File: config.mk
export PLATFORM = sky130hd
export DESIGN_NAME = kht_queue
export DESIGN_NICKNAME = d
export VERILOG_FILES = /design/src/rtl/core/keyword_hash_table_assert.svh /design/src/rtl/core/kht_queue.sv
export SDC_FILE = /design/constraint.sdc
export NUM_CORES = 1
export LEC_CHECK = 0
export BUFFER_PORTS_ARGS = -buffer_cell sky130_fd_sc_hd__buf_2
export CORE_MARGIN = 2
export CORE_UTILIZATION = 45
export CTS_BUF_LIST = sky130_fd_sc_hd__clkbuf_4 sky130_fd_sc_hd__clkbuf_8
export DETAILED_ROUTE_END_ITERATION = 7
export GPL_ROUTABILITY_DRIVEN = 1
export PLACE_DENSITY = 0.66
export SETUP_SLACK_MARGIN = 0.2
export SYNTH_ARGS = -nofsm -noshare
export SYNTH_HDL_FRONTEND = slang
export SYNTH_SLANG_ARGS = --single-unit
File: constraint.sdc
create_clock -name i_clk -period 1.5 [get_ports i_clk]
set_clock_uncertainty 0.15 [all_clocks]
set_input_delay 0.3 -clock i_clk [delete_from_list [all_inputs] [get_ports i_clk]]
set_output_delay 0.3 -clock i_clk [all_outputs]
set_load 0.02 [all_outputs]
File: src/rtl/core/keyword_hash_table_assert.svh
// keyword_hash_table_assert.svh: assertion macros for the keyword table rtl
// expects i_clk and i_rst_n in the scope of each use
`ifndef KEYWORD_HASH_TABLE_ASSERT_SVH
`define KEYWORD_HASH_TABLE_ASSERT_SVH

// condition implies consequence in the same cycle
`define KHT_ASSERT_SAME(lbl, ante, cons, msg) \
    lbl: assert property (@(posedge i_clk) disable iff (!i_rst_n) (ante) |-> (cons)) \
        else $error(msg);

// condition implies consequence in the next cycle
`define KHT_ASSERT_NEXT(lbl, ante, cons, msg) \
    lbl: assert property (@(posedge i_clk) disable iff (!i_rst_n) (ante) |=> (cons)) \
        else $error(msg);

`endif

File: src/rtl/core/kht_queue.sv
// kht_queue: two-entry job queue between the front and the back
// depends on nothing but its width parameter
module kht_queue #(
    parameter int WIDTH = 8
) (
    input  logic             i_clk,
    input  logic             i_rst_n,
    input  logic             i_push,
    input  logic [WIDTH-1:0] i_data,
    input  logic             i_pop,
    output logic             o_full,
    output logic             o_valid,
    output logic [WIDTH-1:0] o_data
);

    logic [WIDTH-1:0] r_mem [2];
    logic             r_wp, r_rp;
    logic [1:0]       r_count;

    // pointers and fill level
    always_ff @(posedge i_clk) begin
        if (!i_rst_n) begin
            r_wp    <= 1'b0;
            r_rp    <= 1'b0;
            r_count <= '0;
        end else begin
            if (i_push) r_wp <= ~r_wp;
            if (i_pop)  r_rp <= ~r_rp;
            r_count <= r_count + {1'b0, i_push} - {1'b0, i_pop};
        end
    end

    // storage
    always_ff @(posedge i_clk) begin
        if (i_push) begin
            r_mem[r_wp] <= i_data;
        end
    end

    assign o_full  = (r_count == 2'd2);
    assign o_valid = (r_count != 2'd0);
    assign o_data  = r_mem[r_rp];

endmodule

; Yosys cells after proc, flatten, opt, wreduce, memory -nomap -nowiden
; Memory sizes are Yosys's and may differ from the RTL's. A register that Yosys moved wholly into a read port is not among the register bits.
; Index checks and enable logic that the tools add are counted.
[op_classes]
addsub = 2
n_eq_ne = 1
mux = 4
bitwise_logic = 2
reduce_logical = 1
[op_table]
columns = operator, n
row1 = 1-bit two-way mux, 4
row2 = 2-bit by 1-bit adder with 2-bit output, 1
row3 = 2-bit == test (second input constant), 1
row4 = 1-bit inverter, 2
row5 = 2-bit nonzero test, 1
row6 = 2-bit by 1-bit subtractor with 2-bit output, 1
[totals]
regBits = 4
mem_bits_rw = 16
input_bits = 12
output_inout_bits = 10
wordCells = 14
mem_count = 1
[mem_list]
columns = memory, depth, width, read_ports, rd_clocked_by_memory_dff, wr, line_no
row1 = r_mem, 2, 8, 1, 1, 1, kht_queue.sv:16  ; logic [WIDTH-1:0] r_mem [2];

; Depth between registers and ports, before layout
; Gate-level depths: netlist (run 1).
[depth]
ltp_word = 3
mapped_depth = 6

; Worst setup path after synthesis (run 1)
; Ideal clock, no wire load.
[synth_path]
path_type = reg-to-output
from = reg with a tool-made name
to = out o_data[0]
arrival_time_ns = 0.878
t_required_ns = 1.050
setup_slack_ns = 0.172
path_stages_with_launch = 3
n_path_buf = 1
path_cell_list = dfxtp_1 buf_2 mux2_1
[synth_lines]
columns = item, line_no
row1 = "end, declared", kht_queue.sv:13  ; output logic [WIDTH-1:0] o_data

==> impl_metrics.yaml, run 1 <==
critical_path:
  regToRegSetupSlack_ns: 0.20
  worstPathBufferInverterCount: 2
  critical_path.reg2reg.endpoint: "r_count[1]"
  crit_path_largest_cell_delay_ns: 0.36
  arrival_ns: 1.20
  slowest_stage: "sky130_fd_sc_hd__dfxtp_2"
  criticalPathCategory: "reg -> out"
  required_ns: 1.05
  worst-r2r-cell-count: 6
  startpoint_type: "flop"
  critical_path.endpoint_type: "output port"
  rr_startpoint: "r_count[0]"
  worst_path_dominant_cell_family: "flip-flops"
  critPathMostFrequentCell: "sky130_fd_sc_hd__buf_6"
  crit_fanout: 4
  cp_cell_sequence: "buf_6, mux2_4, buf_6"
floorplan:
  floorplan.rows: 15
  core_region_area_um2: 1710
  die_y_um: 46.3
  io_pins: 22
  floorplan.initialDensity_pct: 47.0
  die_area_um2: 2140
  die-width_um: 46.3
global_routing:
  grt_start_max_net_pins: 12
  vias_in_the_first_global_route: 420
  total_congestion_overflow: 0
  antenna_found_initial: 0
  grt_first_pass_wirelength_um: 1680
  track_usage_pct: 12.1
detailed_routing:
  drc_viols: 0
  top_signal_layer_used: "met4"
  met2_wirelength_um: 596
  finalWirelength_um: 1150
  antenna_violating_nets_post_route: 0
  vias: 444
  routed-wl-met3_um: 55
  wl_met1_um: 492
  vias_per_cell: 4.44
  detail_route.wl_per_cell_um: 11.5
  drt_pass1_iterations: 2
  drt_first_iter_violations: 2
synthesis:
  synth_top_cell_by_area: "sky130_fd_sc_hd__edfxtp_1"
  primary_flip_flop_cell_chosen_by_synthesis_mapping: "sky130_fd_sc_hd__edfxtp_1"
  yosysSeqAreaShare_pct: 72.3
  yosys.area.top_type_share_pct: 59.8
  synthCells: 46
  synthTopCellsByCount: "16 x sky130_fd_sc_hd__edfxtp_1, 8 x sky130_fd_sc_hd__mux2_1, 5 x sky130_fd_sc_hd__dfxtp_1"
  async_flop_share_pct: 0
  synth.most_common_cell: "sky130_fd_sc_hd__edfxtp_1"
  post_synthesis_sequential_element_count: 21
  mappedNetlistArea_um2: 803
  yosysUniqueCellTypes: 12
  warnings_synthesis: 0
  count_of_flip_flops_with_a_built_in_enable_after_synthesis: 16
  synthTopCellsByArea: "sky130_fd_sc_hd__edfxtp_1 60%, sky130_fd_sc_hd__dfxtp_1 12%, sky130_fd_sc_hd__mux2_1 11%"
  syn-num-nets: 60
  synthesis.area_per_instance_um2: 17.5
status:
  outcome: "complete, but fails checks"
  violations: "negative setup slack"
clocking:
  cts-root-to-sink-buffers: 2
  htreeDepth: 1
  worst_setup_hold_path_clk_slew_ns: 0.11
  clock_latency_ns: 0.29
  cts_buffers: 3
  postCtsHoldBufs: 0
  clk_tree_root_cell: "sky130_fd_sc_hd__clkbuf_4"
  numClockSinks: 21
  cts_tree: "done"
sta:
  report.final.setup_viol: 8
  setup_ws_ns: -0.146
  maxSlewViolCount: 0
  report.final.hold_viol_count: 0
  finalCritPeriodShare_pct: 110
  fmax_mhz: 608
  tightestPinTransition_ns: 0.376
  slew_headroom_pct: 74.9
  final_worst_path_period_need_ns: 1.65
  unrepaired_setup_endpoints_after_global_routing: "yes"
place:
  number_of_port_buffers: 21
  routabilityCongestion: 0.660
  dp_hpwl_um: 832
  place.detailed.instances: 95
  dp_slack_ns: 0.0910
finish:
  layout.cells.non_filler: 100
  proportion_of_layout_cells_with_a_drive_suffix_above_1_pct: 61.3
  finish.net_count: 90
  num-fill-cells: 129
  layout-area-overhead-vs-synth_pct: 40.7
  insertedDiodeCount: 0
power_and_ir_drop:
  vdd_drop_max_uv: 730
  power.leakage_nw: 0.469
  power_per_cell_area_nw_per_um2: 1140
  total_power_mw: 1.29
min_path:
  min-delay-path-class: "in -> reg"
  hold_start: "i_data[1]"
  whs_path_depth: 1
  hold_end: "r_mem[0][1]"
job:
  max_cap_viol_count: 0
[worst max path at each step]
stage | from | endpoint | slack (ns) | cells past startpoint
finish | flop | o_data[6] | -0.15 | 3
global placement | i_pop | r_count[1] | 0.11 | 6
CTS | flop | o_data[6] | -0.16 | 3
global route | flop | o_data[6] | -0.20 | 3
detailed placement | i_pop | r_count[1] | 0.09 | 6
floorplan | flop | o_data[0] | 0.20 | 2
[routing by layer]
metal  vias to the layer above  global-route usage [%]
met1                       208                    13.8
met5                         -                       0
met4                         0                    8.57
met3                         2                    2.35
li1                        223                       -
met2                        11                    20.0
[registers in the layout, indices dropped and copies added, names as in the netlist, named ones only]
register  cells
r_count       2
r_wp          1
r_mem        16
r_rp          1
[stage by stage]
step	utilization [%]	hold slack, ns	setup TNS (ns)	area [um2]
after global routing	66.2	0.0271	-1.51	1130
after CTS	66.0	0.0391	-1.24	1130
final	66.2	0.0433	-1.14	1130
after detailed placement	56.5	0.343	0	965
after global placement	56.5	0.340	0	965
after floorplan	-	0.249	0	803
[report_power, final]
group	switching [mW]	internal, mW	leakage, nW
clock network	0.149	0.121	0.0184
registers	0.0180	0.673	0.193
logic	0.135	0.192	0.258
[area by class of cell]
| type | instances | area (um2) | area share (%) |
|---|---|---|---|
| Tap cell | 25 | 31.3 | 2.77 |
| Sequential cell | 21 | 584 | 51.7 |
| Multi-Input combinational cell | 22 | 268 | 23.7 |
| Inverter | 2 | 7.51 | 0.664 |
| Clock buffer | 4 | 30.0 | 2.66 |
| Timing Repair Buffer | 26 | 209 | 18.5 |
[cell families after synthesis]
logic type / synth area share (%)
flops: 72.3
simple gates: 7.01
mux: 11.2
buf+inv: 1.56
xor+xnor: 3.89
fa+ha+maj: 3.11
compound gates: 0.935
[cells in the final DEF, fill, tap and decap left out]
cell | netlist | layout
sky130_fd_sc_hd__xnor3_1 | 1 | 1
sky130_fd_sc_hd__buf_6 | 0 | 11
sky130_fd_sc_hd__clkbuf_4 | 0 | 4
sky130_fd_sc_hd__nor2b_1 | 4 | 4
sky130_fd_sc_hd__mux2_4 | 0 | 8
sky130_fd_sc_hd__xor2_1 | 1 | 1
sky130_fd_sc_hd__o21a_1 | 1 | 1
sky130_fd_sc_hd__inv_2 | 0 | 2
sky130_fd_sc_hd__buf_2 | 1 | 11
sky130_fd_sc_hd__buf_4 | 0 | 4
sky130_fd_sc_hd__dfxtp_2 | 0 | 3
sky130_fd_sc_hd__edfxtp_1 | 16 | 16
sky130_fd_sc_hd__or2_1 | 1 | 1
sky130_fd_sc_hd__dfxtp_1 | 5 | 2
sky130_fd_sc_hd__ha_4 | 0 | 2
sky130_fd_sc_hd__and2_4 | 0 | 1
sky130_fd_sc_hd__and2_1 | 4 | 3
[repair_timing]
| item | CTS | global route |
|---|---|---|
| resized for setup | 37 | 1 |
| buffers inserted | 1 | 0 |
| pin swaps | 1 | 0 |
| endpoints found under the setup margin | 12 | 12 |
| hold endpoints to repair | 0 | 0 |
No activity file was read; power rests on OpenSTA's default activity.
==> run 2: changes to the inputs <==
--- a/config.mk
+++ b/config.mk
@@ -9,3 +9,3 @@
 export CORE_MARGIN = 2
-export CORE_UTILIZATION = 45
+export CORE_UTILIZATION = 28
 export CTS_BUF_LIST = sky130_fd_sc_hd__clkbuf_4 sky130_fd_sc_hd__clkbuf_8
@@ -13,3 +13,3 @@
 export GPL_ROUTABILITY_DRIVEN = 1
-export PLACE_DENSITY = 0.66
+export PLACE_DENSITY = 0.44
 export SETUP_SLACK_MARGIN = 0.2
@@ -18 +18,2 @@
 export SYNTH_SLANG_ARGS = --single-unit
+export TNS_END_PERCENT = 1
--- a/constraint.sdc
+++ b/constraint.sdc
@@ -4,2 +4,2 @@
 set_output_delay 0.3 -clock i_clk [all_outputs]
-set_load 0.02 [all_outputs]
+set_load 0.01 [all_outputs]
==> run 2 against run 1 <==
The flow still finishes with violations (negative setup slack). Critical path depth stayed put. Setup slack worse by 0.0036 ns. Sequential power hardly changed. Power is 3.9% lower. Clock-buffer cell count stayed put. Largest cell class unchanged. Final area is 0.55% higher. Die area is 55% higher. Cell count is 7.0% higher. Wire length is 12% higher. Utilization is 25 points lower. First-iteration DRC count grew to 3.0 times the previous value.
==> impl_metrics.yaml, run 2 (synthesized netlist as in run 1, its figures left out) <==
critical_path:
  arrival_ns: 1.20
  regToRegSetupSlack_ns: 0.17
  crit_path_largest_cell_delay_ns: 0.36
  required_ns: 1.05
  worstPathBufferInverterCount: 2
  critPathMostFrequentCell: "sky130_fd_sc_hd__buf_6"
  worst_path_dominant_cell_family: "flip-flops"
  critical_path.reg2reg.endpoint: "r_count[1]"
  slowest_stage: "sky130_fd_sc_hd__dfxtp_2"
  rr_startpoint: "r_count[0]"
  crit_fanout: 5
  cp_cell_sequence: "buf_6, mux2_4, buf_6"
  critical_path.endpoint_type: "output port"
  startpoint_type: "flop"
  worst-r2r-cell-count: 6
  crit_end: "o_data[6]"
  path_depth: 3
  criticalPathCategory: "reg -> out"
detailed_routing:
  drt_pass1_iterations: 4
  top_signal_layer_used: "met4"
  drc_viols: 0
  met2_wirelength_um: 672
  drt_first_iter_violations: 6
  vias: 447
  detail_route.wl_per_cell_um: 12.0
  antenna_violating_nets_post_route: 0
  finalWirelength_um: 1290
  wl_met1_um: 533
  routed-wl-met3_um: 54
  vias_per_cell: 4.18
clocking:
  cts-root-to-sink-buffers: 2
  cts_tree: "done"
  numClockSinks: 21
  htreeDepth: 1
  cts_setup_buffers: 0
  cts_buffers: 3
  clock_latency_ns: 0.28
  worst_setup_hold_path_clk_slew_ns: 0.10
  clk_tree_root_cell: "sky130_fd_sc_hd__clkbuf_4"
finish:
  largest_reg_flops: 16
  finish.net_count: 91
  layout-area-overhead-vs-synth_pct: 41.4
  largest-register: "r_mem"
  num-fill-cells: 258
  postLayoutCoreUtil_pct: 41.6
  layout_commonest_cell: "sky130_fd_sc_hd__edfxtp_1"
  postLayoutCellArea_um2: 1140
  reg.largest.list: "r_mem (16), r_count (2)"
  mostFrequentLayoutCells: "16 x sky130_fd_sc_hd__edfxtp_1, 13 x sky130_fd_sc_hd__buf_2, 10 x sky130_fd_sc_hd__buf_6"
  insertedDiodeCount: 0
  proportion_of_layout_cells_with_a_drive_suffix_above_1_pct: 60.5
place:
  number_of_port_buffers: 21
  dpl_cell_area_um2: 987
  routabilityCongestion: 0.575
  dp_hpwl_um: 945
power_and_ir_drop:
  pwr-share-seq_pct: 55.9
  vdd_drop_max_uv: 530
  power.leakage_nw: 0.471
  power.net_switching_uw: 271
  power_per_cell_area_nw_per_um2: 1090
  cell_internal_pwr_uw: 966
  clock_network_power_share_pct: 21.7
  comb_power_share_pct: 22.4
  total_power_mw: 1.24
  switching_share_pct: 21.9
sta:
  tightestPinTransition_ns: 0.164
  fmax_mhz: 606
  slew_headroom_pct: 89.0
  report.final.hold_viol_count: 0
  report.final.setup_viol: 8
  final_worst_path_period_need_ns: 1.65
  maxSlewViolCount: 0
  unrepaired_setup_endpoints_after_global_routing: "yes"
  finalCritPeriodShare_pct: 110
  tns_ns: -1.07
  worst_hold_slack_ns: 0.0482
  setup_ws_ns: -0.150
global_routing:
  grt_first_pass_wirelength_um: 2130
  vias_in_the_first_global_route: 461
  grt_start_max_net_pins: 12
  antenna_found_initial: 0
  track_usage_pct: 8.95
  total_congestion_overflow: 0
min_path:
  min-delay-path-class: "in -> reg"
floorplan:
  die-width_um: 57.6
  core_region_area_um2: 2730
  die_y_um: 57.6
  floorplan.rows: 19
  floorplan.initialDensity_pct: 29.4
  die_area_um2: 3310
  io_pins: 22
status:
  outcome: "complete, but fails checks"
  violations: "negative setup slack"
job:
  max_cap_viol_count: 0
run 2: changes by cell type in the layout (fill, tap and decap cells not counted), sizes merged:
cell  delta
buf      +1
run 2: repair_timing:
action                                  in CTS  in global routing
resized for setup                           19                  8
hold buffers                                 0                  0
pin swaps                                    3                  4
gates cloned                                 0                  0
endpoints found under the setup margin      12                 12
run 2: cell type report:
cell class,count,area (um2),area share [%]
timing repair buffer,27,208,18.3
sequential,21,584,51.4
tap,31,38.8,3.41
clock buffer,4,30.0,2.64
multi-input combinational,22,265,23.3
inverter,2,10.0,0.881
run 2: routing by layer:
metal	global-route usage, %	vias to the layer above
met2	14.4	10
met4	5.98	0
met5	0	-
met3	2.49	2
met1	10.3	210
li1	-	225
run 2: how the worst min path moves through the flow:
| stage | start | to | slack [ns] | cells after the start |
|---|---|---|---|---|
| final | i_data[0] | r_mem[1][0] | 0.05 | 1 |
| after global routing | i_data[4] | r_mem[1][4] | 0.01 | 1 |
| after CTS | i_data[7] | r_mem[1][7] | 0.03 | 1 |
| after detailed placement | i_data[7] | r_mem[1][7] | 0.34 | 1 |
| after global placement | i_data[7] | r_mem[0][7] | 0.34 | 1 |
| after floorplan | i_data[0] | r_mem[0][0] | 0.25 | 0 |
run 2: stage by stage:
step | cells | worst slack (ns)
2_1_floorplan | 46 | 0.207
3_3_place_gp | 103 | 0.108
3_5_place_dp | 103 | 0.0655
4_1_cts | 107 | -0.173
5_1_grt | 107 | -0.218
6_report | 107 | -0.150
run 2: power groups by stage:
stage | registers (mW) | clock network (mW) | logic, mW
floorplan | 0.695 | 0 | 0.119
global placement | 0.699 | 0 | 0.198
detailed placement | 0.699 | 0 | 0.202
CTS | 0.691 | 0.288 | 0.253
global route | 0.697 | 0.322 | 0.301
finish | 0.692 | 0.268 | 0.277
