==> src/rtl/core/keyword_hash_table_assert.svh <==
// keyword_hash_table_assert.svh: assertion macros for the keyword table rtl
// expects i_clk and i_rst_n in the scope of each use
`ifndef KEYWORD_HASH_TABLE_ASSERT_SVH
`define KEYWORD_HASH_TABLE_ASSERT_SVH

// condition implies consequence in the same cycle
`define KHT_ASSERT_SAME(lbl, ante, cons, msg) \
    lbl: assert property (@(posedge i_clk) disable iff (!i_rst_n) (ante) |-> (cons)) \
        else $error(msg);

// condition implies consequence in the next cycle
`define KHT_ASSERT_NEXT(lbl, ante, cons, msg) \
    lbl: assert property (@(posedge i_clk) disable iff (!i_rst_n) (ante) |=> (cons)) \
        else $error(msg);

`endif

==> src/rtl/core/kht_pkg.sv <==
// kht_pkg: shared types and constants of the keyword hash table
// no dependencies
package kht_pkg;

    localparam logic [31:0] HASH_SEED = 32'd5381;
    localparam logic [5:0]  HASH_MUL  = 6'd33;
    localparam int          TYPE_W    = 10;

    localparam logic MODE_LOOKUP = 1'b0;
    localparam logic MODE_INSERT = 1'b1;

    typedef enum logic [2:0] {
        ST_HIT      = 3'd0,
        ST_MISS     = 3'd1,
        ST_INSERTED = 3'd2,
        ST_FULL     = 3'd3,
        ST_TOO_LONG = 3'd4
    } t_status;

    typedef enum logic [1:0] {
        BK_CLEAR,
        BK_IDLE,
        BK_READ,
        BK_CHECK
    } t_back_state;

endpackage

==> src/rtl/core/kht_front.sv <==
// kht_front: hashes key bytes, buffers the key and builds one probe job per key
// depends on kht_pkg
module kht_front import kht_pkg::*; #(
    parameter int TABLE_SLOTS = 512,
    parameter int MAX_KEY_LEN = 16,
    parameter int SLOT_W      = $clog2(TABLE_SLOTS),
    parameter int LEN_W       = $clog2(MAX_KEY_LEN + 1),
    parameter int KEY_BITS    = 8 * MAX_KEY_LEN,
    parameter int JOB_W       = 1 + TYPE_W + SLOT_W + LEN_W + KEY_BITS + 1
) (
    input  logic              i_clk,
    input  logic              i_rst_n,
    input  logic              i_accept,
    input  logic              i_mode,
    input  logic [7:0]        i_key_byte,
    input  logic              i_last,
    input  logic [TYPE_W-1:0] i_token_type,
    output logic              o_push,
    output logic [JOB_W-1:0]  o_job
);

    localparam int CNT_W = $clog2(MAX_KEY_LEN + 2);
    localparam int KI_W  = $clog2(MAX_KEY_LEN);

    logic [31:0]      r_hash, n_hash;
    logic [CNT_W-1:0] r_cnt;
    logic [7:0]       r_buf [MAX_KEY_LEN];
    logic             room;
    logic             too_long;
    logic [KEY_BITS-1:0] key_packed;

    assign room   = (r_cnt < CNT_W'(MAX_KEY_LEN));
    assign n_hash = 32'(r_hash * HASH_MUL) + {24'd0, i_key_byte};

    // hash and byte count
    always_ff @(posedge i_clk) begin
        if (!i_rst_n) begin
            r_hash <= HASH_SEED;
            r_cnt  <= '0;
        end else if (i_accept) begin
            if (i_last) begin
                r_hash <= HASH_SEED;
                r_cnt  <= '0;
            end else begin
                r_hash <= n_hash;
                r_cnt  <= room ? r_cnt + 1'b1 : CNT_W'(MAX_KEY_LEN + 1);
            end
        end
    end

    // key byte buffer
    always_ff @(posedge i_clk) begin
        if (i_accept && room) begin
            r_buf[r_cnt[KI_W-1:0]] <= i_key_byte;
        end
    end

    // key bytes below the length, current byte in place, zero above
    always_comb begin
        for (int i = 0; i < MAX_KEY_LEN; i++) begin
            if (CNT_W'(i) == r_cnt) begin
                key_packed[i*8 +: 8] = i_key_byte;
            end else if (CNT_W'(i) < r_cnt) begin
                key_packed[i*8 +: 8] = r_buf[i];
            end else begin
                key_packed[i*8 +: 8] = 8'd0;
            end
        end
    end

    assign too_long = !room;
    assign o_push   = i_accept && i_last;
    assign o_job    = {i_mode, i_token_type, n_hash[SLOT_W-1:0],
                       LEN_W'(r_cnt + 1'b1), key_packed, too_long};

endmodule

==> config.mk <==
export PLATFORM = sky130hd
export DESIGN_NAME = kht_front
export DESIGN_NICKNAME = d
export VERILOG_FILES = /design/src/rtl/core/keyword_hash_table_assert.svh /design/src/rtl/core/kht_pkg.sv /design/src/rtl/core/kht_front.sv
export SDC_FILE = /design/constraint.sdc
export NUM_CORES = 1
export LEC_CHECK = 0
export ABC_CLOCK_PERIOD_IN_PS = 6700
export BUFFER_PORTS_ARGS = -buffer_cell sky130_fd_sc_hd__buf_2
export CORE_ASPECT_RATIO = 1.5
export CORE_UTILIZATION = 58
export DETAILED_ROUTE_END_ITERATION = 6
export GPL_ROUTABILITY_DRIVEN = 0
export HOLD_SLACK_MARGIN = 0.1
export PLACE_DENSITY = 0.86
export SKIP_CTS_REPAIR_TIMING = 1
export SLEW_MARGIN = 30
export SYNTH_ARGS = -nofsm -noshare
export SYNTH_HDL_FRONTEND = slang
export SYNTH_SLANG_ARGS = --single-unit
==> constraint.sdc <==
create_clock -name i_clk -period 6.7 [get_ports i_clk]
set_input_delay 1.34 -clock i_clk [delete_from_list [all_inputs] [get_ports i_clk]]
set_output_delay 1.34 -clock i_clk [all_outputs]
set_load 0.01 [all_outputs]
Word level (Yosys, flattened, before mapping)
Memories as Yosys holds them, arrays and structs flattened.
Index checks and enable logic that the tools add are counted.
Cells by class
  bitwise logic cells: 0
  eq/ne operators: 15
  multipliers: 1
  shift operators: 0
  mux-type cells: 37
  add/sub/neg operators: 2
  divide/modulo/power cells: 0
  reduce and logical (&&, ||, !) cells: 4
  magnitude comparators: 17
Operator list (number)
  $mux 8: 32
  $eq 4x5->1 const A: 8
  $lt 4x5->1 const A: 8
  $add 32x8->32: 1
  $mul 32x6->32 const B: 1
  $mux 32: 1
  $eq 3x5->1 const A: 4
  $lt 3x5->1 const A: 4
  $eq 2x5->1 const A: 2
  $lt 1x5->1 const A: 2
  $lt 2x5->1 const A: 2
  $mux 5: 2
  $add 5x1->5 const B: 1
  $eq 1x5->1 const A: 1
  $logic_not 5->1: 1
  $lt 5x5->1 const B: 1
  $logic_and 1x1->1: 2
  $mux 1: 2
  $logic_not 1->1: 1
Storage, ports and cells
  ROM bits: 0
  bits in writable memories: 128
  memories: 1
  register bits: 37
  word-level logic and storage cells: 79
  bits in latches: 0
Memory list
  r_buf: words 16, width 8, rd ports 16, clocked after memory_dff 0, wr ports 1, line kht_front.sv:27  | logic [7:0] r_buf [MAX_KEY_LEN];

Depth between registers and ports, before layout
Gate-level depths: netlist of the first run.
  depth after elaboration: 4
  depth in mapped cells: 8
  gate-level depth less buffers: 8

Worst setup path after synthesis of the first run
No wires, ideal clock.
  path type: input to output
  start: input i_key_byte[7]
  end: output o_job[142]
  path slack: 2.385 ns
  cell stages on the path: 6
  data required time: 5.360 ns
  data arrival time: 2.975 ns
  path buffers: 0
  path through: fa_1 ha_1 a2111o_1 a21o_1 nand2_1 xnor2_1
On the way
  cells in the longest elaborated chain, start to end: 1
Ends and longest elaborated chain
  start, declared: line kht_front.sv:15  | input logic [7:0] i_key_byte,
  $add 32x8->32: line kht_front.sv:33  | assign n_hash = 32'(r_hash * HASH_MUL) + {24'd0, i_key_byte};
  end, declared: line kht_front.sv:19  | output logic [JOB_W-1:0] o_job
No other way between the ends.

Worst setup path after layout of the first run
  start: input i_key_byte[2]
  end: output o_job[140]
The elaborated chain is that of the path after synthesis.

==> flow_summary.yaml, run 1 <==
global_routing:
  grt.total_usage: 0.290
  antenna_found_initial: 0
  grt_pass1_wl_um: 27200
  grt_pass1_vias: 5127
  grt_max_degree: 34
  overflow: 0
yosys:
  yosys.area.top_type: "edfxtp_1"
  syn_inst: 544
  async_reset_ff_frac: 0
  synth_cell_types: 64
  ys_top_cells_by_area: "edfxtp_1 (54%), a22o_1 (14%), ha_1 (4.3%)"
  yosys_most_used_dff: "edfxtp_1"
  yosysSeqAreaShare: 0.584
  synth_fp_nets: 593
  synth_common_cells: "edfxtp_1 (128), a22o_1 (112), nand2_1 (55)"
  synth_edf_count: 128
  synth_seq_cells: 142
  synth.most_common_cell: "edfxtp_1"
  syn_area_per_cell_um2: 13.0
  yosysTopAreaCellShare: 0.545
  synth_area_um2: 7060
  yosys_warnings: 0
routing:
  drt-pass1-iter-count: 6
  vias_per_cell: 6.36
  drc: 0
  ant_nets: 0
  wirelength_um: 18000
  wl_per_cell_um: 21.6
  vias: 5307
  dr.first_iter.drc_count: 528
clock_network:
  htreeDepth: 4
  clk_path_buf_depth: 2
  numClockSinks: 142
  cts_tree: "done"
  clk_pin_slew_ns: 0.06
  root_buffer: "clkbuf_16"
  clock_latency_ns: 0.42
  cts_made_buffers: 17
worst_setup_path:
  crit_type: "input port to output port"
  startpoint: "i_key_byte[2]"
  cp.required_ns: 5.36
  r2r-start: "r_hash[2]$_SDFFE_PN1P_"
  cp-start-kind: "input port"
  crit_path_end_kind: "output port"
  cp_max_fo: 33
  cp.arrival_ns: 3.64
pwr:
  ir_worst_vdd_v: 0.000189
  p_per_area_nw_per_um2: 259
  power.leakage_nw: 3.57
timing:
  fin_tns_setup_ns: 0
  period_needed_ns: 4.98
  final-max-slew-violation-count: 0
  fin_crit_sh: 0.744
  worst_clock_skew_ns: 0.00933
  hold_viol: 0
  relSlewSlack: 0.483
  setup_viol: 0
  rsz0062_at_grt: "no"
  whs_ns: 0.508
  worst_slew_pin_slew_ns: 0.772
  fmax_mhz: 201
die:
  die_area_um2: 12600
  core_area_um2: 11900
  rows: 49
  fp.dieW_um: 92.1
  dieHeight_um: 137
  io_pins: 178
  start_util: 0.593
final_layout:
  fin_util: 0.705
  nets: 718
  area_growth_pct: 18.8
  layout-drive-gt1-share: 0.309
  fillers: 811
  antenna_cells: 0
status:
  status: "completed"
flow_run:
  maxCapViolCount: 0
placement:
  hpwl_um: 11800
  io_buffers: 155
min_path:
  hp-start: "r_hash[5]$_SDFFE_PN0P_"
  hold_class: "register to register"
[final timing paths]
| path | cells past startpoint | to | slack (ns) |
|---|---|---|---|
| max | 8 | o_job[140] | 1.72 |
| min | 2 | r_hash[5]$_SDFFE_PN0P_ | 0.51 |
| max reg2reg | 8 | r_hash[8]$_SDFFE_PN1P_ | 3.79 |
| min reg2reg | 2 | r_hash[5]$_SDFFE_PN0P_ | 0.51 |
[sequential cells by signal (all words and copies together) (netlist names)]
name,count
r_buf,128
r_cnt,5
r_hash,9
[logic make-up (layout without fill, tap and decap cells)]
logic type,Yosys count,count (layout),share of synthesized area
simple gates,150,150,0.120
mux,2,2,0.00284
xor+xnor,8,8,0.0119
buf+inv,60,198,0.0452
flops,142,142,0.584
compound gates,156,156,0.187
fa+ha+maj,26,26,0.0482
[layout by cell type, fill, tap and decap left out, types with 2 or more instances in the layout]
master      count
clkbuf_16      17
a21o_1          3
a211o_1         2
nor2_4          3
and3_1          7
nor3b_4         3
a21oi_1         6
xor2_1          3
dfxtp_2         2
mux2i_1         2
and3b_1         2
nand2_1        55
and2_0          2
nor3_2          3
clkinv_1        3
clkinv_2        2
inv_1           5
bufinv_16       4
a21boi_1        3
o31ai_1         2
nand3_1        22
o21a_1          4
buf_4           5
fa_1            2
a211oi_1        3
a22o_1        112
edfxtp_1      128
dfxtp_1        12
o22ai_1         2
xnor2_1         4
ha_1           24
or3_1           2
clkbuf_1        2
nand2b_1        3
clkinvlp_4      4
nor2b_1         9
and2_1         12
buf_2         155
o21ai_0         6
nor2_1         15
[through the flow]
step	power (mW)	cell area, um^2	setup WS [ns]	instances
2_1_floorplan	1.15	7060	2.39	544
3_3_place_gp	1.20	7760	1.84	803
3_5_place_dp	1.22	7760	1.75	803
4_1_cts	2.17	8370	1.75	835
5_1_grt	2.23	8380	1.59	835
6_report	2.17	8380	1.72	835
[routing by layer]
metal / wire length (um) / track usage / up-vias
met1: 6590 / 0.332 / 2599
met5: 0 / 0 / -
met2: 9520 / 0.498 / 303
li1: - / - / 2341
met3: 1250 / 0.0717 / 64
met4: 660 / 0.157 / 0
[cell type report]
cell class	count	area, um^2	share of cell area
Sequential cell	142	4130	0.492
Inverter	6	22.5	0.00269
Multi-Input combinational cell	342	2620	0.313
Clock inverter	13	171	0.0205
Tap cell	153	191	0.0228
Clock buffer	19	433	0.0516
Timing Repair Buffer	160	813	0.0970
[worst max-delay path: stages]
cell and delay (ns):
buf_2 0.53, ha_1 0.38, ha_1 0.32, a211o_1 0.35, a21o_1 0.20, a21oi_1 0.22, xnor2_1 0.14, buf_2 0.14
[report_power, final]
part	leakage (nW)	internal (mW)	total, mW	switching (mW)
Clock	0.281	0.617	0.970	0.353
Sequential	1.27	0.976	0.984	0.00791
Combinational	2.01	0.0828	0.217	0.134
Total	3.57	1.68	2.17	0.496
No activity file was read; power rests on OpenSTA's default activity.
==> run 2, diff against run 1 <==
--- a/config.mk
+++ b/config.mk
@@ -5,14 +5,15 @@
 export SDC_FILE = /design/constraint.sdc
 export NUM_CORES = 1
 export LEC_CHECK = 0
-export ABC_CLOCK_PERIOD_IN_PS = 6700
+export ABC_AREA = 1
+export ABC_CLOCK_PERIOD_IN_PS = 4070
 export BUFFER_PORTS_ARGS = -buffer_cell sky130_fd_sc_hd__buf_2
 export CORE_ASPECT_RATIO = 1.5
-export CORE_UTILIZATION = 58
+export CORE_UTILIZATION = 48
 export DETAILED_ROUTE_END_ITERATION = 6
 export GPL_ROUTABILITY_DRIVEN = 0
 export HOLD_SLACK_MARGIN = 0.1
-export PLACE_DENSITY = 0.86
+export PLACE_DENSITY = 0.76
 export SKIP_CTS_REPAIR_TIMING = 1
 export SLEW_MARGIN = 30
 export SYNTH_ARGS = -nofsm -noshare
==> constraint.sdc (replaced) <==
create_clock -name i_clk -period 4.07 [get_ports i_clk]
set_input_delay 0.814 -clock i_clk [delete_from_list [all_inputs] [get_ports i_clk]]
set_output_delay 0.814 -clock i_clk [all_outputs]
set_load 0.01 [all_outputs]
==> run 2 against run 1 <==
Effect of this change:
- via count increased by 9.6%
- largest cell class unchanged
- critical path type is now register to output port
- synthesized cell count increased by 23%
- flip-flop and latch count unchanged
- area after synthesis decreased by 2.2%
- final cell count increased by 22%
- die area increased by 18%
- hold slack got worse by 0.036 ns
- clock skew decreased by 0.0030 ns
==> flow_summary.yaml, run 2 <==
worst_setup_path:
  r2r-start: "r_cnt[0]$_SDFFE_PN0P_"
  cp-start-kind: "register"
  reg2reg_slack_ns: 1.36
  cp_max_fo: 4
  crit_type: "register to output port"
  crit-reg2reg-capture: "r_buf[4][4]$_DFFE_PP_"
  cp.required_ns: 3.26
  r2r_cells: 6
  cp.arrival_ns: 2.91
  crit_path_end_kind: "output port"
routing:
  vias: 5817
  drt-pass1-iter-count: 5
  wl_per_cell_um: 20.0
  wl_met1_um: 7240
  dr_wl_met3_um: 1610
  wl_met2_um: 10700
  dr.first_iter.drc_count: 579
  ant_nets: 0
  drc: 0
  vias_per_cell: 5.71
  wirelength_um: 20400
  top_layer: "met4"
min_path:
  min_path_cells: 2
  hold_class: "register to register"
  holdPathEnd: "r_hash[5]$_SDFFE_PN0P_"
  hp-start: "r_hash[5]$_SDFFE_PN0P_"
final_layout:
  postLayoutCellArea_um2: 8430
  area_growth_pct: 22.1
  antenna_cells: 0
  layout-drive-gt1-share: 0.265
  layout_common_cells: "buf_2 (155), nand2_1 (133), edfxtp_1 (128)"
  final-instance-count-excl-fill: 1019
  largest_reg_flops: 128
  seq_area_um2: 4120
  final_common_cell: "buf_2"
  nets: 863
  fillers: 1184
  multi_input_area_um2: 2390
timing:
  worst_slew_pin_slew_ns: 0.809
  fmax_mhz: 269
  relSlewSlack: 0.460
  fin_tns_setup_ns: 0
  final-max-slew-violation-count: 0
  rsz0062_at_grt: "no"
  fin_crit_sh: 0.914
  hold_viol: 0
  setup_viol: 0
  worst_clock_skew_ns: 0.00636
  period_needed_ns: 3.72
  setup_ws_ns: 0.349
yosys:
  synth_edf_count: 128
  synth_compound_area_frac: 0.129
  async_reset_ff_frac: 0
  ys_top_cells_by_area: "edfxtp_1 (56%), o21ai_0 (7.5%), nand2_1 (7.2%)"
  yosys_warnings: 0
  synth-xor-area-share: 0.00507
  synth_top_family_by_area: "simple AND/OR/NAND/NOR gates"
  yosys.area_share.simple: 0.163
  synth_cell_types: 35
  synth.most_common_cell: "nand2_1"
  syn_inst: 668
  synth_common_cells: "nand2_1 (133), edfxtp_1 (128), o21ai_0 (104)"
  yosys.area.top_type: "edfxtp_1"
  yosysTopAreaCellShare: 0.557
  syn_area_per_cell_um2: 10.3
  yosys_most_used_dff: "edfxtp_1"
  synthAdderAreaFrac: 0.0493
  synth_mux_area_frac: 0
  synth_fp_nets: 717
  yosysSeqAreaShare: 0.597
  synth_area_um2: 6900
  synth_seq_cells: 142
flow_run:
  maxCapViolCount: 0
die:
  io_pins: 178
  die_area_um2: 14900
  dieHeight_um: 149
  start_util: 0.491
  core_area_um2: 14100
  fp.dieW_um: 99.9
  rows: 53
clock_network:
  numClockSinks: 142
  cts_made_buffers: 17
  htreeDepth: 4
  root_buffer: "clkbuf_16"
  clk_pin_slew_ns: 0.06
  clk_path_buf_depth: 2
  clock_latency_ns: 0.42
  cts_tree: "done"
placement:
  pre_cts_slack_ns: 0.720
  dp.cells: 987
  placed_cell_area_um2: 7780
  io_buffers: 155
  hpwl_um: 13800
global_routing:
  antenna_found_initial: 0
  overflow: 0
  grt_pass1_wl_um: 29900
  grt_max_degree: 20
  grt_pass1_vias: 5450
  grt.total_usage: 0.277
pwr:
  power.leakage_nw: 3.55
  p_per_area_nw_per_um2: 439
  ir_worst_vdd_v: 0.000294
  power_mw: 3.70
status:
  status: "completed"
run 2: how the worst max path moves through the flow:
stage	startpoint	endpoint	slack [ns]
2_1_floorplan	r_hash[2]$_SDFFE_PN1P_	o_job[142]	1.04
3_3_place_gp	i_key_byte[6]	o_job[142]	0.75
3_5_place_dp	i_key_byte[6]	o_job[142]	0.72
4_1_cts	r_hash[2]$_SDFFE_PN1P_	o_job[142]	0.35
5_1_grt	r_hash[2]$_SDFFE_PN1P_	o_job[142]	0.17
6_report	r_hash[2]$_SDFFE_PN1P_	o_job[142]	0.35
run 2: routing by layer:
layer  global-route usage  up-vias
li1                     -     2656
met1                0.311     2795
met2                0.481      302
met3               0.0614       64
met4                0.158        0
met5                    0        -
run 2: layout make-up:
| class | count | area share |
|---|---|---|
| clock inverter | 13 | 0.0258 |
| timing repair buffer | 165 | 0.101 |
| tap | 192 | 0.0285 |
| multi-input combinational | 443 | 0.284 |
| clock buffer | 19 | 0.0514 |
| inverter | 45 | 0.0203 |
| sequential | 142 | 0.489 |
run 2: power by group:
group | total [mW] | switching (mW) | internal (mW)
combinational | 0.364 | 0.246 | 0.118
clock | 1.72 | 0.574 | 1.14
sequential | 1.62 | 0.0135 | 1.61
run 2: through the flow:
stage	hold slack, ns	util
after global placement	0.463	0.553
final	0.472	0.600
after global routing	0.485	0.600
after detailed placement	0.468	0.553
after CTS	0.477	0.600
after floorplan	0.449	-
run 2: logic make-up (layout without fill, tap and decap cells):
family	after synthesis	after routing
flip-flops	142	142
adder cells (fa/ha/maj)	26	26
AND/OR/NAND/NOR	254	254
buffers and inverters	83	242
XOR/XNOR	4	4
AO/OA/AOI/OAI	159	159
run 2: worst max-delay path, cell delays in order (launching register included):
cell and delay [ns]:
dfxtp_1 0.34, ha_1 0.31, ha_1 0.32, fa_1 0.47
ha_1 0.37, a21oi_1 0.21, nand2_1 0.07, a21oi_1 0.11
nand3_1 0.09, nand2_1 0.08, buf_2 0.13
==> run 3, diff against run 2 <==
--- a/config.mk
+++ b/config.mk
@@ -8,12 +8,14 @@
 export ABC_AREA = 1
 export ABC_CLOCK_PERIOD_IN_PS = 4070
 export BUFFER_PORTS_ARGS = -buffer_cell sky130_fd_sc_hd__buf_2
+export CELL_PAD_IN_SITES_DETAIL_PLACEMENT = 1
+export CELL_PAD_IN_SITES_GLOBAL_PLACEMENT = 1
 export CORE_ASPECT_RATIO = 1.5
-export CORE_UTILIZATION = 48
+export CORE_UTILIZATION = 37
 export DETAILED_ROUTE_END_ITERATION = 6
 export GPL_ROUTABILITY_DRIVEN = 0
 export HOLD_SLACK_MARGIN = 0.1
-export PLACE_DENSITY = 0.76
+export PLACE_DENSITY_LB_ADDON = 0.1
 export SKIP_CTS_REPAIR_TIMING = 1
 export SLEW_MARGIN = 30
 export SYNTH_ARGS = -nofsm -noshare
==> run 3 against run 2 <==
Effect of this change:
- via count down 2.5%
- hold slack improved by 0.0057 ns
- critical endpoint unchanged
- combinational power up 5%
- wire length increased by 12%
- fmax down 0.68%
- clock skew hardly changed
- power is 6.0% lower
==> flow_summary.yaml, run 3 (same netlist as run 2, synthesis figures left out) <==
clock_network:
  clk_pin_slew_ns: 0.06
  clk_path_buf_depth: 2
  numClockSinks: 142
  root_buffer: "clkbuf_16"
  clock_latency_ns: 0.42
  cts_tree: "done"
  htreeDepth: 4
  cts_made_buffers: 17
timing:
  hold_viol: 0
  worst_clock_skew_ns: 0.00666
  fmax_mhz: 267
  setup_viol: 0
  fin_crit_sh: 0.921
  relSlewSlack: 0.478
  fin_tns_setup_ns: 0
  final-max-slew-violation-count: 0
  rsz0062_at_grt: "no"
  period_needed_ns: 3.75
  worst_slew_pin_slew_ns: 0.781
final_layout:
  layout-drive-gt1-share: 0.276
  multi_input_area_um2: 2390
  antenna_cells: 0
  layout_common_cells: "buf_2 (155), nand2_1 (133), edfxtp_1 (128)"
  seq_area_um2: 4120
  final_common_cell: "buf_2"
  area_growth_pct: 22.8
  nets: 872
  largest_reg_flops: 128
  final-instance-count-excl-fill: 1084
  fillers: 2051
worst_setup_path:
  path_common_cell: "ha_1"
  crit-reg2reg-capture: "r_buf[4][1]$_DFFE_PP_"
  cp.required_ns: 3.26
  crit_path_cell_trace: "ha_1 > ha_1 > fa_1 > ha_1 > a21oi_1 > nand2_1 > a21oi_1 > nand3_1 > nand2_1 > buf_2"
  cp.arrival_ns: 2.93
  r2r_cells: 6
  critical-path-max-stage-delay_ns: 0.49
  startpoint: "r_hash[2]$_SDFFE_PN1P_"
  crit_slowest_cell: "fa_1"
  reg2reg_slack_ns: 1.31
  cp_max_fo: 4
  cp-start-kind: "register"
  cp_num_buf_inv: 1
  crit_type: "register to output port"
  critical_path.top_delay_family: "adder cells"
  crit_path_end_kind: "output port"
  r2r-start: "r_cnt[0]$_SDFFE_PN0P_"
global_routing:
  grt.total_usage: 0.245
  grt_pass1_wl_um: 34600
  antenna_found_initial: 0
  grt_pass1_vias: 5839
  grt_max_degree: 20
  overflow: 0
placement:
  hpwl_um: 16200
  dp.cells: 1052
  io_buffers: 155
pwr:
  power.leakage_nw: 3.55
  ir_worst_vdd_v: 0.000253
  p_per_area_nw_per_um2: 411
min_path:
  hp-start: "r_hash[5]$_SDFFE_PN0P_"
  hold_class: "register to register"
  holdPathEnd: "r_hash[5]$_SDFFE_PN0P_"
  min_path_cells: 2
routing:
  vias_per_cell: 5.23
  drc: 0
  dr.first_iter.drc_count: 246
  drt-pass1-iter-count: 4
  wl_met2_um: 11900
  wl_per_cell_um: 21.1
  vias: 5671
  dr_wl_met3_um: 1080
  wl_met1_um: 9390
  ant_nets: 0
  wirelength_um: 22900
  top_layer: "met4"
status:
  status: "completed"
die:
  rows: 60
  start_util: 0.382
  io_pins: 178
  dieHeight_um: 169
  fp.dieW_um: 114
  die_area_um2: 19200
  core_area_um2: 18100
flow_run:
  maxCapViolCount: 0
==> run 3: per-layer routing <==
layer / track usage / vias to the layer above
met4: 0.0910 / 0
li1: - / 2674
met1: 0.294 / 2792
met5: 0 / -
met2: 0.438 / 170
met3: 0.0407 / 35
==> run 3: where the power goes <==
group	switching (mW)	internal [mW]	leakage, nW
combinational	0.257	0.124	2.01
clock	0.631	0.848	0.262
sequential	0.0121	1.61	1.27
total	0.901	2.58	3.55
==> run 3: worst max path at each step <==
stage	end	slack, ns	depth (start not counted)
floorplan	o_job[142]	1.04	9
detailed placement	o_job[142]	0.74	9
global route	o_job[142]	0.16	11
CTS	o_job[142]	0.31	10
global placement	o_job[142]	0.79	9
finish	o_job[142]	0.32	10
==> run 3: worst reg2reg max path, stage by stage (launching register included) <==
cell and delay [ns]:
dfxtp_1 0.47, inv_1 0.32, ha_1 0.39, inv_1 0.07
nor2_1 0.15, nand2_1 0.37, nor2_1 0.63
==> run 3: stage by stage <==
step	utilization	total power, mW	hold slack (ns)	setup WS (ns)	cell area, um^2
2_1_floorplan	-	1.87	0.449	1.04	6900
3_3_place_gp	0.438	2.02	0.461	0.787	7920
3_5_place_dp	0.438	2.03	0.471	0.742	7920
4_1_cts	0.468	3.50	0.480	0.306	8480
5_1_grt	0.468	3.60	0.503	0.162	8480
6_report	0.468	3.48	0.478	0.323	8480
==> run 3: final cells by class <==
cell class	instances	area share
Multi-Input combinational cell	443	0.282
Inverter	45	0.0202
Clock inverter	14	0.0154
Tap cell	248	0.0366
Sequential cell	142	0.487
Timing Repair Buffer	174	0.108
Clock buffer	18	0.0506
